$ cat config.mk
export PLATFORM = sky130hd
export DESIGN_NAME = iisp_front
export DESIGN_NICKNAME = d
export VERILOG_FILES = /design/src/hw/rtl/iisp_pkg.sv /design/src/hw/rtl/iisp_front.sv
export VERILOG_INCLUDE_DIRS = /design/src /design/src/hw/rtl
export SDC_FILE = /design/constraint.sdc
export NUM_CORES = 1
export LEC_CHECK = 0
export ABC_AREA = 1
export BUFFER_PORTS_ARGS = -buffer_cell sky130_fd_sc_hd__buf_4
export CAP_MARGIN = 10
export CORE_ASPECT_RATIO = 1.1
export CORE_MARGIN = 4
export CORE_UTILIZATION = 55
export CTS_CLUSTER_SIZE = 28
export DETAILED_ROUTE_END_ITERATION = 6
export HOLD_SLACK_MARGIN = 0.03
export PLACE_DENSITY_LB_ADDON = 0.15
export SYNTH_ARGS = -nofsm -noshare
export SYNTH_HDL_FRONTEND = slang
export SYNTH_SLANG_ARGS = --single-unit
$ cat constraint.sdc
create_clock -name clk -period 4.3 [get_ports clk]
set_input_delay 0.43 -clock clk [delete_from_list [all_inputs] [get_ports clk]]
set_output_delay 0.43 -clock clk [all_outputs]
set_load 0.02 [all_outputs]
$ cat src/hw/rtl/inverted_index_set_pruner_macros.svh
// assertion macros shared by the pruner rtl
// expects clk and rst_n in the scope of use
`ifndef INVERTED_INDEX_SET_PRUNER_MACROS_SVH
`define INVERTED_INDEX_SET_PRUNER_MACROS_SVH

// property that must hold at every edge out of reset
`define IISP_ASSERT_ALWAYS(lbl, prop, msg) \
    lbl: assert property (@(posedge clk) disable iff (!rst_n) (prop)) else $error(msg);

// condition that must hold on the edge after a trigger
`define IISP_ASSERT_NEXT(lbl, pre, post, msg) \
    lbl: assert property (@(posedge clk) disable iff (!rst_n) (pre) |=> (post)) else $error(msg);

`endif

$ cat src/hw/rtl/iisp_pkg.sv
// shared types and constants of the inverted index set pruner
// no dependencies
`default_nettype none

package iisp_pkg;

    localparam int TERM_W   = 8;
    localparam int DOC_W    = 10;
    localparam int STATUS_W = 3;
    localparam int KCNT_W   = 7;
    localparam int RCNT_W   = 11;
    localparam int FRAC_W   = 9;
    localparam int MINK_W   = 7;
    localparam int MINR_W   = 11;
    localparam int CFGD_W   = 11;
    localparam int CFGI_W   = 2;
    localparam int VOTE_W   = 12;
    localparam logic [VOTE_W-1:0] VOTE_MAX = 12'hFFF;
    localparam int QD       = 2;

    localparam logic [STATUS_W-1:0] ST_KEPT_TERM = 3'd0;
    localparam logic [STATUS_W-1:0] ST_KEPT_EMPTY = 3'd1;
    localparam logic [STATUS_W-1:0] ST_REJECTED = 3'd2;
    localparam logic [STATUS_W-1:0] ST_POST_FULL = 3'd3;
    localparam logic [STATUS_W-1:0] ST_TOO_LONG = 3'd4;

    localparam logic [CFGI_W-1:0] CFG_OVERLAP = 2'd0;
    localparam logic [CFGI_W-1:0] CFG_COOCCUR = 2'd1;
    localparam logic [CFGI_W-1:0] CFG_MIN_KEPT = 2'd2;
    localparam logic [CFGI_W-1:0] CFG_MIN_RETR = 2'd3;

    typedef enum logic [1:0] {
        OP_APPEND     = 2'd0,
        OP_APPEND_BAD = 2'd1,
        OP_TERM       = 2'd2,
        OP_TERM_LAST  = 2'd3
    } op_t;

    typedef struct packed {
        op_t               op;
        logic [TERM_W-1:0] term;
        logic [DOC_W-1:0]  doc;
    } qent_t;

    typedef struct packed {
        logic  valid;
        qent_t ent;
    } q_t;

    typedef struct packed {
        logic pop;
        logic accept_en;
    } bctl_t;

    typedef struct packed {
        logic [FRAC_W-1:0] overlap;
        logic [FRAC_W-1:0] cooccur;
        logic [MINK_W-1:0] min_kept;
        logic [MINR_W-1:0] min_retr;
    } cfg_t;

endpackage

`default_nettype wire

$ cat src/hw/rtl/iisp_front.sv
// front end: takes input transactions, classifies them, queues them
// depends on iisp_pkg and the macro header
`default_nettype none
`include "inverted_index_set_pruner_macros.svh"

module iisp_front
    import iisp_pkg::*;
#(
    parameter int VOCAB = 256,
    parameter int DOCS  = 1024
) (
    input  wire logic              clk,
    input  wire logic              rst_n,
    input  wire logic              item_valid,
    output logic                   item_stall,
    input  wire logic              cmd,
    input  wire logic [TERM_W-1:0] term,
    input  wire logic [DOC_W-1:0]  doc,
    input  wire logic              last,
    output q_t                     q,
    input  wire bctl_t             bctl
);

    localparam int QPW = (QD > 1) ? $clog2(QD) : 1;
    localparam int QCW = $clog2(QD + 1);

    qent_t           buf_reg [QD];
    logic [QPW-1:0]  wr_reg, wr_next, rd_reg, rd_next;
    logic [QCW-1:0]  cnt_reg, cnt_next;
    qent_t           ent;
    logic            push, pop;

    // classify on the way in
    always_comb
    begin
        ent.term = term;
        ent.doc  = doc;
        if (!cmd)
        begin
            if ((32'(term) < VOCAB) && (32'(doc) < DOCS))
            begin
                ent.op = OP_APPEND;
            end
            else
            begin
                ent.op = OP_APPEND_BAD;
            end
        end
        else if (last)
        begin
            ent.op = OP_TERM_LAST;
        end
        else
        begin
            ent.op = OP_TERM;
        end
    end

    assign item_stall = (32'(cnt_reg) == QD) || !bctl.accept_en;
    assign push       = item_valid && !item_stall;
    assign pop        = bctl.pop && (cnt_reg != '0);
    assign q.valid    = (cnt_reg != '0);
    assign q.ent      = buf_reg[rd_reg];

    always_comb
    begin
        wr_next  = wr_reg;
        rd_next  = rd_reg;
        cnt_next = cnt_reg;
        if (push)
        begin
            wr_next = (32'(wr_reg) == QD - 1) ? '0 : wr_reg + 1'b1;
        end
        if (pop)
        begin
            rd_next = (32'(rd_reg) == QD - 1) ? '0 : rd_reg + 1'b1;
        end
        if (push && !pop)
        begin
            cnt_next = cnt_reg + 1'b1;
        end
        else if (pop && !push)
        begin
            cnt_next = cnt_reg - 1'b1;
        end
    end

    always_ff @(posedge clk or negedge rst_n)
    begin
        if (!rst_n)
        begin
            wr_reg  <= '0;
            rd_reg  <= '0;
            cnt_reg <= '0;
        end
        else
        begin
            wr_reg  <= wr_next;
            rd_reg  <= rd_next;
            cnt_reg <= cnt_next;
        end
    end

    always_ff @(posedge clk)
    begin
        if (push)
        begin
            buf_reg[wr_reg] <= ent;
        end
    end

    `IISP_ASSERT_ALWAYS(a_q_count, 32'(cnt_reg) <= QD, "queue count overrun")

endmodule

`default_nettype wire

==> results_dict.tcl, run 1 <==
set metrics [dict create \
    p_per_area_nw_per_um2 622.9 \
    post_synth.cell_area_avg_um2 12.56 \
    hold_path_startpoint "term[3]" \
    initial_utilization_pct 56.86 \
    die-width_um 61.52 \
    placedCellCount 214 \
    path_clk_slew_ps 140 \
    hold_violations 0 \
    clock-root-buffer "clkbuf_4" \
    synthesis.area_um2 1733 \
    synth-adder-area-share_pct 0.7220 \
    placementRows 21 \
    post-route-min-period_ps 2275 \
    remaining_antenna_violation_count 0 \
    fp.dieArea_um2 4114 \
    h-tree-depth 2 \
    reg2regPathDepth 4 \
    synth.top_cells.by_area "edfxtp_1 69%, nand2_1 15%, dfrtp_1 5.8%" \
    slew_headroom_pct 33.80 \
    worst_skew_pair.late_latency_ps 350 \
    detail_route.drc_violations 0 \
    synth_mux_area_share_pct 0 \
    globalRoute.totalOverflow 0 \
    combinational_family_with_the_most_area_after_synthesis "simple AND/OR/NAND/NOR gates" \
    syn-instance-count 138 \
    areaGrowthSynthToFinish_pct 25.34 \
    finalNetCount 214 \
    grt_max_degree 23 \
    synth-warning-count 0 \
    number_of_input_and_output_port_buffers_inserted 46 \
    post_drt_wl_per_cell_um 13.27 \
    antenna_found_initial 0 \
    synth_seq_cells 44 \
    timing.rr.end "buf_reg[1][17]$_DFFE_PP_" \
    postSynthNetCount 164 \
    tritoncts "done" \
    vias_per_cell 4.857 \
    netlist.top_cell.by_area "edfxtp_1" \
    report.final.slew_viol_count 0 \
    clock_skew_ps 16.97 \
    cts_buffer_depth 2 \
    cts-buffers-inserted 5 \
    status "finished clean" \
    fin_crit_sh_pct 52.91 \
    start_kind "register" \
    worst-r2r-setup-slack_ps 2490 \
    seq_area_frac_synth_pct 75.09 \
    leakagePower_nw 0.9808 \
    worstHoldEndpoint "buf_reg[1][13]$_DFFE_PP_" \
    timing.critical_path.fanout_max 22 \
    critPathArrivalTime_ps 1840 \
    tightest_slew_ps 992.0 \
    diodes 0 \
    finalNonFillerCells 223 \
    gp_routability_congestion 0.6558 \
    core_area_um2 3048 \
    num_io_pins 47 \
    critical_path.endpoint_type "output pin" \
    dp.final_hpwl_mm 2.037 \
    drive_above_1_share_pct 32.80 \
    cap_violations 0 \
    min_delay_path_depth 1 \
    post_cts_gate_resize_count 0 \
    gr-usage-all-layers_pct 16.16 \
    reg2reg_from "cnt_reg[0]$_DFFE_PN0P_" \
    synthSimpleGateAreaFrac_pct 19.35 \
    vias 1083 \
    synth_compound_gate_area_share_pct 0 \
    drt_iter0_drc 26 \
    totalNegativeSetupSlack_ps 0 \
    post_synth_num_cell_types 15 \
    height_of_the_chip_um 66.87 \
    synth_top_area_share_pct 69.31 \
    clock_sink_count 44 \
    rsz0062_at_grt "no" \
    post-route-util_pct 71.26 \
    power.ir.vdd_worst_v 0.0004227 \
    largest_register_ffs 40 \
    fmax_mhz 439.6 \
    finalWirelength_mm 2.960 \
    holdCritPathClass "primary input to register" \
    first_pass_grt_wire_length_mm 4.705 \
    setup_violations 0 \
    drtPass1Iterations 4 \
    required_ps 3870 \
    via_count_of_the_first_global_routing_pass 1141 \
    synth_xor_area_share_pct 0.5054 \
    kind_of_critical_path "register to output pin" \
]
-- cells in the final DEF, fill, tap and decap left out --
cell	count
nand2_1	69
buf_4	46
edfxtp_1	40
inv_1	6
clkbuf_4	5
dfrtp_1	4
inv_2	3
nand2_4	3
nand4_1	2
nand3_1	2
nand3_2	1
nor2_2	1
xnor2_1	1
nand2_2	1
ha_1	1
bufinv_16	1
clkinv_4	1
clkinv_1	1
dlygate4sd3_1	1
-- cell families after synthesis --
kind of cell | count (synthesis)
adders and majority gates | 1
DFF | 44
and+or+nand+nor | 79
xor gates and xnor gates | 1
buffers and inverters | 13
-- metrics by stage --
stage	total power [W]	worst slack [ps]	cell area, um2	hold slack, ps
global route	0.001443	1843	2172	222.2
detailed placement	0.001118	2374	2082	229.8
floorplan	0.0009389	2455	1733	134.4
global placement	0.001105	2396	2082	229.6
finish	0.001353	2025	2172	254.6
CTS	0.001366	1978	2172	240.9
-- what timing repair did --
item,CTS,global route
hold endpoints to repair,4,0
buffers inserted,0,0
hold buffers,1,0
-- worst max path at each step --
| stage | startpoint | endpoint |
|---|---|---|
| CTS | rd_reg$_DFFE_PN0P_ | q[1] |
| global placement | rd_reg$_DFFE_PN0P_ | q[14] |
| floorplan | cnt_reg[0]$_DFFE_PN0P_ | buf_reg[1][0]$_DFFE_PP_ |
| finish | rd_reg$_DFFE_PN0P_ | q[1] |
| global route | rd_reg$_DFFE_PN0P_ | q[0] |
| detailed placement | rd_reg$_DFFE_PN0P_ | q[1] |
-- final cells by class --
class,instances,area (um2)
well taps,34,42.54
fillers,241,875.8
inverters,9,33.78
clock buffers,5,37.54
flip-flops and latches,44,1301
repair buffers,47,355.3
clock inverters,3,42.54
multi-input cells,81,359.1
-- worst max-delay path, stage by stage, from the launching register on --
cell	delay, ps
dfrtp_1	820
inv_2	330
nand2_1	140
nand2_1	60
buf_4	150
-- power by group --
group	leakage (nW)	total, W	switching, W	internal (W)
registers	0.414	0.000593	0.0000540	0.000539
clock network	0.0428	0.000251	0.000129	0.000122
logic	0.524	0.000510	0.000312	0.000198
total	0.981	0.00135	0.000495	0.000858
-- cell usage after synthesis --
| cell type | instances |
|---|---|
| nand2_4 | 3 |
| inv_2 | 3 |
| edfxtp_1 | 40 |
| xnor2_1 | 1 |
| nand2_2 | 1 |
| nand4_1 | 2 |
| nand3_1 | 2 |
| buf_6 | 3 |
| ha_1 | 1 |
| nand2_1 | 69 |
| buf_4 | 1 |
| dfrtp_1 | 4 |
| nor2_1 | 1 |
| nand3_2 | 1 |
| inv_1 | 6 |
-- routing by layer --
| metal | vias to the layer above | GRT usage [%] | routed length [um] |
|---|---|---|---|
| li1 | 554 | - | - |
| met1 | 490 | 17.73 | 1191 |
| met2 | 33 | 27.62 | 1510 |
| met3 | 6 | 4.651 | 186 |
| met4 | 0 | 8.223 | 71 |
| met5 | - | 0 | 0 |
Power figures use the tool's default switching activity.
==> run 2: changes to the inputs <==
--- a/config.mk
+++ b/config.mk
@@ -6,12 +6,12 @@
 export SDC_FILE = /design/constraint.sdc
 export NUM_CORES = 1
 export LEC_CHECK = 0
-export ABC_AREA = 1
+export ABC_AREA = 0
 export BUFFER_PORTS_ARGS = -buffer_cell sky130_fd_sc_hd__buf_4
 export CAP_MARGIN = 10
 export CORE_ASPECT_RATIO = 1.1
 export CORE_MARGIN = 4
-export CORE_UTILIZATION = 55
+export CORE_UTILIZATION = 45
 export CTS_CLUSTER_SIZE = 28
 export DETAILED_ROUTE_END_ITERATION = 6
 export HOLD_SLACK_MARGIN = 0.03
==> constraint.sdc (replaced) <==
create_clock -name clk -period 1.9 [get_ports clk]
set_input_delay 0.19 -clock clk [delete_from_list [all_inputs] [get_ports clk]]
set_output_delay 0.19 -clock clk [all_outputs]
set_load 0.02 [all_outputs]
==> results_dict.tcl, run 2 <==
set metrics [dict create \
    status "finished clean" \
    synthesis.area_um2 1660 \
    p_int_w 0.001922 \
    ys_async_sr_fraction_pct 9.091 \
    netlist.top_cell.by_area "edfxtp_1" \
    synth_seq_cells 44 \
    grt_max_degree 16 \
    finalWirelength_mm 2.817 \
    core_area_um2 3441 \
    detail_route.drc_violations 0 \
    worst-r2r-setup-slack_ps 300 \
    timing.rr.end "buf_reg[0][0]$_DFFE_PP_" \
    drive_above_1_share_pct 50.63 \
    initial_utilization_pct 48.25 \
    placement.setup.worst_slack_ps 305.6 \
    reg2regPathDepth 4 \
    clock_skew_ps 2.756 \
    drtPass1Iterations 2 \
    vias 955 \
    height_of_the_chip_um 71.71 \
    holdCritPathClass "primary input to register" \
    tightest_slew_ps 328.0 \
    areaGrowthSynthToFinish_pct 41.67 \
    hold-worst-slack_ps 154.5 \
    critPathArrivalTime_ps 1430 \
    layout.cells.most_common "buf_4" \
    via_count_of_the_first_global_routing_pass 1041 \
    fmax_mhz 616.8 \
    total_power_w 0.002796 \
    dp.final_hpwl_mm 1.972 \
    post_drt_wl_per_cell_um 13.67 \
    cpMaxStageDelayCell "dfrtp_1" \
    timing.critical_path.slowest_cell_delay_ps 360 \
    cap_violations 0 \
    worstPathCellList "buf_4, mux2_2, buf_4" \
    totalNegativeSetupSlack_ps 0 \
    post_synth_num_cell_types 15 \
    timing.critical_path.fanout_max 13 \
    critical_path_depth 3 \
    report.final.slew_viol_count 0 \
    tritoncts "done" \
    synth_commonest_cells "40 x edfxtp_1, 20 x mux2_2, 4 x dfrtp_1" \
    synthMostInstantiatedCell "edfxtp_1" \
    cts.repair_timing.setup_buffer_count 0 \
    layout.filler_cells 246 \
    cts_buffer_depth 2 \
    required_ps 1710 \
    diodes 0 \
    remaining_antenna_violation_count 0 \
    antenna_found_initial 0 \
    synth.top_cells.by_area "edfxtp_1 72%, mux2_2 14%, dfrtp_1 6.0%" \
    kind_of_critical_path "register to output pin" \
    critical_path_buf_inv_count 2 \
    clock-root-buffer "clkbuf_4" \
    die-width_um 65.92 \
    placed_cell_area_um2 2101 \
    p_per_area_nw_per_um2 1189 \
    synth-edff-count 40 \
    power.ir.vdd_worst_v 0.0007120 \
    critical_path.endpoint_type "output pin" \
    drt_iter0_drc 24 \
    first_pass_grt_wire_length_mm 4.554 \
    post-route-min-period_ps 1621 \
    clockPowerShare_pct 14.2 \
    number_of_input_and_output_port_buffers_inserted 46 \
    reg2reg_from "cnt_reg[0]$_DFFE_PN0P_" \
    seq_area_frac_synth_pct 78.37 \
    clock_sink_count 44 \
    syn-instance-count 81 \
    worst_skew_pair.late_latency_ps 330 \
    final_setup_margin_ps 278.8 \
    critical_path.endpoint "q[11]" \
    postLayoutCellArea_um2 2352 \
    post_synth.cell_area_avg_um2 20.50 \
    power.sequential.fraction_pct 45.9 \
    pwr-share-comb_pct 39.9 \
    fin_crit_sh_pct 85.33 \
    fp.dieArea_um2 4726 \
    startpoint "rd_reg$_DFFE_PN0P_" \
    setup_violations 0 \
    rsz0062_at_grt "no" \
    globalRoute.totalOverflow 0 \
    vias_per_cell 4.636 \
    cts-buffers-inserted 5 \
    synth-main-ff-cell "edfxtp_1" \
    leakagePower_nw 0.9132 \
    postSynthNetCount 107 \
    crit_family "buffers and inverters" \
    sw_ratio_pct 31.26 \
    total_switching_power_w 0.0008739 \
    gr-usage-all-layers_pct 13.12 \
    placementRows 22 \
    num_io_pins 47 \
    start_kind "register" \
    synth_top_area_share_pct 72.34 \
    h-tree-depth 2 \
    critPathMostFrequentCell "buf_4" \
    path_clk_slew_ps 110 \
    hold_violations 0 \
    synth-warning-count 0 \
    largest_register_ffs 40 \
    slew_headroom_pct 78.13 \
    most-common-layout-cells "50 x buf_4, 40 x edfxtp_1, 20 x mux2_2, 20 x dlygate4sd3_1, 5 x clkbuf_4" \
    finalNetCount 183 \
    gp_routability_congestion 0.7067 \
]
run 2: cell count changes after synthesis, moves of 2 or more:
cell     change
nand4_1      -2
inv_1        -6
nand2_1     -67
inv_2        -3
mux2_2      +20
nand2_4      -3
nand3_1      -2
xor2_1       +2
buf_6        -3
and2_1       +2
run 2: layout make-up:
class	instances	area, um2	area share (%)
Clock buffer	5	37.54	1.596
Sequential cell	44	1301	55.32
Tap cell	48	60.06	2.553
Clock inverter	3	13.76	0.5851
Multi-Input combinational cell	35	344.1	14.63
Timing Repair Buffer	71	595.6	25.32
run 2: repair_timing:
| item | 4_1_cts | 5_1_grt |
|---|---|---|
| hold buffers | 20 | 0 |
| hold endpoints to repair | 42 | 0 |
| gates resized for setup | 0 | 0 |
run 2: power groups by stage:
stage	combinational (W)	sequential, W	clock (W)
after detailed placement	0.00110	0.00131	0
after floorplan	0.000688	0.00129	0
after global routing	0.00120	0.00130	0.000455
after CTS	0.00114	0.00129	0.000425
final	0.00112	0.00128	0.000398
after global placement	0.00108	0.00130	0
run 2: logic make-up (layout without fill, tap and decap cells):
| kind of cell | Yosys count | count (layout) | synth area share [%] |
|---|---|---|---|
| buffers and inverters | 2 | 79 | 0.9040 |
| muxes | 20 | 20 | 13.56 |
| and+or+nand+nor | 9 | 9 | 3.316 |
| adders and majority gates | 1 | 1 | 0.7535 |
| xor gates and xnor gates | 5 | 5 | 3.090 |
| DFF | 44 | 44 | 78.37 |
run 2: worst min-delay path, cell delays in order:
cell and delay [ps]:
buf_4 110, nand2_1 90, xnor2_1 70
run 2: worst min path at each step:
| stage | startpoint | end | slack [ps] | cells past startpoint |
|---|---|---|---|---|
| 3_5_place_dp | rst_n | cnt_reg[0]$_DFFE_PN0P_ | -6 | 1 |
| 6_report | bctl[1] | rd_reg$_DFFE_PN0P_ | 150 | 3 |
| 3_3_place_gp | rst_n | cnt_reg[0]$_DFFE_PN0P_ | -10 | 1 |
| 2_1_floorplan | rst_n | cnt_reg[0]$_DFFE_PN0P_ | -110 | 0 |
| 4_1_cts | bctl[1] | rd_reg$_DFFE_PN0P_ | 130 | 3 |
| 5_1_grt | rst_n | wr_reg$_DFFE_PN0P_ | 150 | 2 |
run 2: metal layers:
metal | GRT usage, % | part of all wire [%]
met1 | 14.17 | 39
met2 | 22.61 | 51
met3 | 5.172 | 7.1
met4 | 5.530 | 2.1
met5 | 0 | 0
run 2: stage by stage:
stage,cells,util [%]
after floorplan,81,-
after global placement,178,61.05
after detailed placement,178,61.05
after CTS,206,68.36
after global routing,206,68.36
final,206,68.36
==> run 3: changes to the inputs <==
--- a/config.mk
+++ b/config.mk
@@ -10,7 +10,6 @@
 export BUFFER_PORTS_ARGS = -buffer_cell sky130_fd_sc_hd__buf_4
 export CAP_MARGIN = 10
 export CORE_ASPECT_RATIO = 1.1
-export CORE_MARGIN = 4
 export CORE_UTILIZATION = 45
 export CTS_CLUSTER_SIZE = 28
 export DETAILED_ROUTE_END_ITERATION = 6
==> constraint.sdc (replaced) <==
create_clock -name clk -period 1.9 [get_ports clk]
set_input_delay 0.285 -clock clk [delete_from_list [all_inputs] [get_ports clk]]
set_output_delay 0.285 -clock clk [all_outputs]
set_load 0.02 [all_outputs]
==> results_dict.tcl, run 3 (synthesized netlist as in run 2, its figures left out) <==
set metrics [dict create \
    grt_max_degree 14 \
    kind_of_critical_path "register to output pin" \
    status "finished clean" \
    slew_headroom_pct 87.51 \
    layout.filler_cells 261 \
    dp.final_hpwl_mm 1.842 \
    drive_above_1_share_pct 57.14 \
    placementRows 22 \
    post-route-min-period_ps 1727 \
    finalWirelength_mm 2.567 \
    fin_crit_sh_pct 90.90 \
    number_of_input_and_output_port_buffers_inserted 46 \
    height_of_the_chip_um 65.71 \
    diodes 0 \
    tightest_slew_ps 187.3 \
    fp.dieArea_um2 3937 \
    largest_register_ffs 40 \
    layout.cells.most_common "buf_4" \
    critical_path.endpoint_type "output pin" \
    cap_violations 0 \
    finalNetCount 165 \
    most-common-layout-cells "52 x buf_4, 40 x edfxtp_1, 20 x mux2_2" \
    first_pass_grt_wire_length_mm 3.884 \
    antenna_found_initial 0 \
    drtPass1Iterations 5 \
    clock-root-buffer "clkbuf_4" \
    worst_skew_pair.late_latency_ps 340 \
    cts_buffer_depth 2 \
    drt_iter0_drc 17 \
    detail_route.drc_violations 0 \
    timing.critical_path.fanout_max 13 \
    power.ir.vdd_worst_v 0.0006454 \
    fmax_mhz 579.0 \
    h-tree-depth 2 \
    hold_violations 0 \
    globalRoute.totalOverflow 0 \
    gp_routability_congestion 0.6182 \
    die-width_um 59.92 \
    num_io_pins 47 \
    remaining_antenna_violation_count 0 \
    totalNegativeSetupSlack_ps 0 \
    vias 880 \
    areaGrowthSynthToFinish_pct 30.37 \
    rsz0062_at_grt "no" \
    post_drt_wl_per_cell_um 13.65 \
    critPathArrivalTime_ps 1440 \
    required_ps 1620 \
    start_kind "register" \
    clock_skew_ps 7.122 \
    report.final.slew_viol_count 0 \
    leakagePower_nw 0.8363 \
    initial_utilization_pct 48.25 \
    path_clk_slew_ps 120 \
    core_area_um2 3441 \
    post-route-util_pct 62.91 \
    clock_sink_count 44 \
    vias_per_cell 4.681 \
    via_count_of_the_first_global_routing_pass 840 \
    holdCritPathClass "primary input to register" \
    tritoncts "done" \
    cts-buffers-inserted 5 \
    setup_violations 0 \
    gr-usage-all-layers_pct 14.32 \
    p_per_area_nw_per_um2 1297 \
]
-- run 3: changes by cell type in the layout (fill, tap and decap cells not counted), sizes merged --
cell / change
clkinv: -3
dlygate4sd3: -19
clkbuf: +3
buf: +1
-- run 3: final timing paths --
check / start / to / slack, ps / depth (start not counted)
worst min-delay path: term[6] / buf_reg[1][16]$_DFFE_PP_ / 120 / 1
max in group asynchronous: rst_n / rd_reg$_DFFE_PN0P_ / 1540 / 2
worst max register to register: cnt_reg[0]$_DFFE_PN0P_ / cnt_reg[1]$_DFFE_PN0P_ / 380 / 5
worst max-delay path: rd_reg$_DFFE_PN0P_ / q[11] / 170 / 3
worst min register to register: cnt_reg[1]$_DFFE_PN0P_ / cnt_reg[1]$_DFFE_PN0P_ / 510 / 1
min in group asynchronous: rst_n / cnt_reg[0]$_DFFE_PN0P_ / 250 / 2
-- run 3: per-layer routing --
| layer | global-route usage (%) | vias up | share of wire [%] |
|---|---|---|---|
| li1 | - | 421 | - |
| met5 | 0 | - | 0 |
| met1 | 18.90 | 418 | 44 |
| met2 | 20.97 | 36 | 47 |
| met3 | 6.102 | 5 | 6.7 |
| met4 | 5.233 | 0 | 1.5 |
-- run 3: cell type report --
| class | count | area (um2) | share of cell area [%] |
|---|---|---|---|
| Clock buffer | 8 | 58.81 | 2.717 |
| Multi-Input combinational cell | 35 | 344.1 | 15.90 |
| Sequential cell | 44 | 1301 | 60.12 |
| Tap cell | 48 | 60.06 | 2.775 |
| Timing Repair Buffer | 53 | 400.4 | 18.50 |
-- run 3: metrics by stage --
step	instance area [um2]	hold slack (ps)	power, W	setup WS, ps	instances
2_1_floorplan	1660	-10.59	0.001982	265.2	81
3_3_place_gp	2096	83.79	0.002368	484.2	179
3_5_place_dp	2096	86.43	0.002396	404.7	179
4_1_cts	2165	103.0	0.002844	143.4	188
5_1_grt	2165	83.24	0.002944	81.27	188
6_report	2165	115.2	0.002809	172.9	188
-- run 3: report_power, final --
part,internal [W],switching (W)
Combinational,0.000535,0.000540
Sequential,0.00122,0.0000592
Clock,0.000183,0.000270
Total,0.00194,0.000869
-- run 3: timing repair --
action | 4_1_cts | 5_1_grt
buffers inserted | 0 | 0
hold endpoints to repair | 4 | 0
gates resized for setup | 0 | 0
hold buffers | 1 | 0
-- run 3: critical path, stage by stage, from the launching register on --
cell     delay (ps)
dfrtp_1         360
buf_4           220
mux2_2          360
buf_4           160
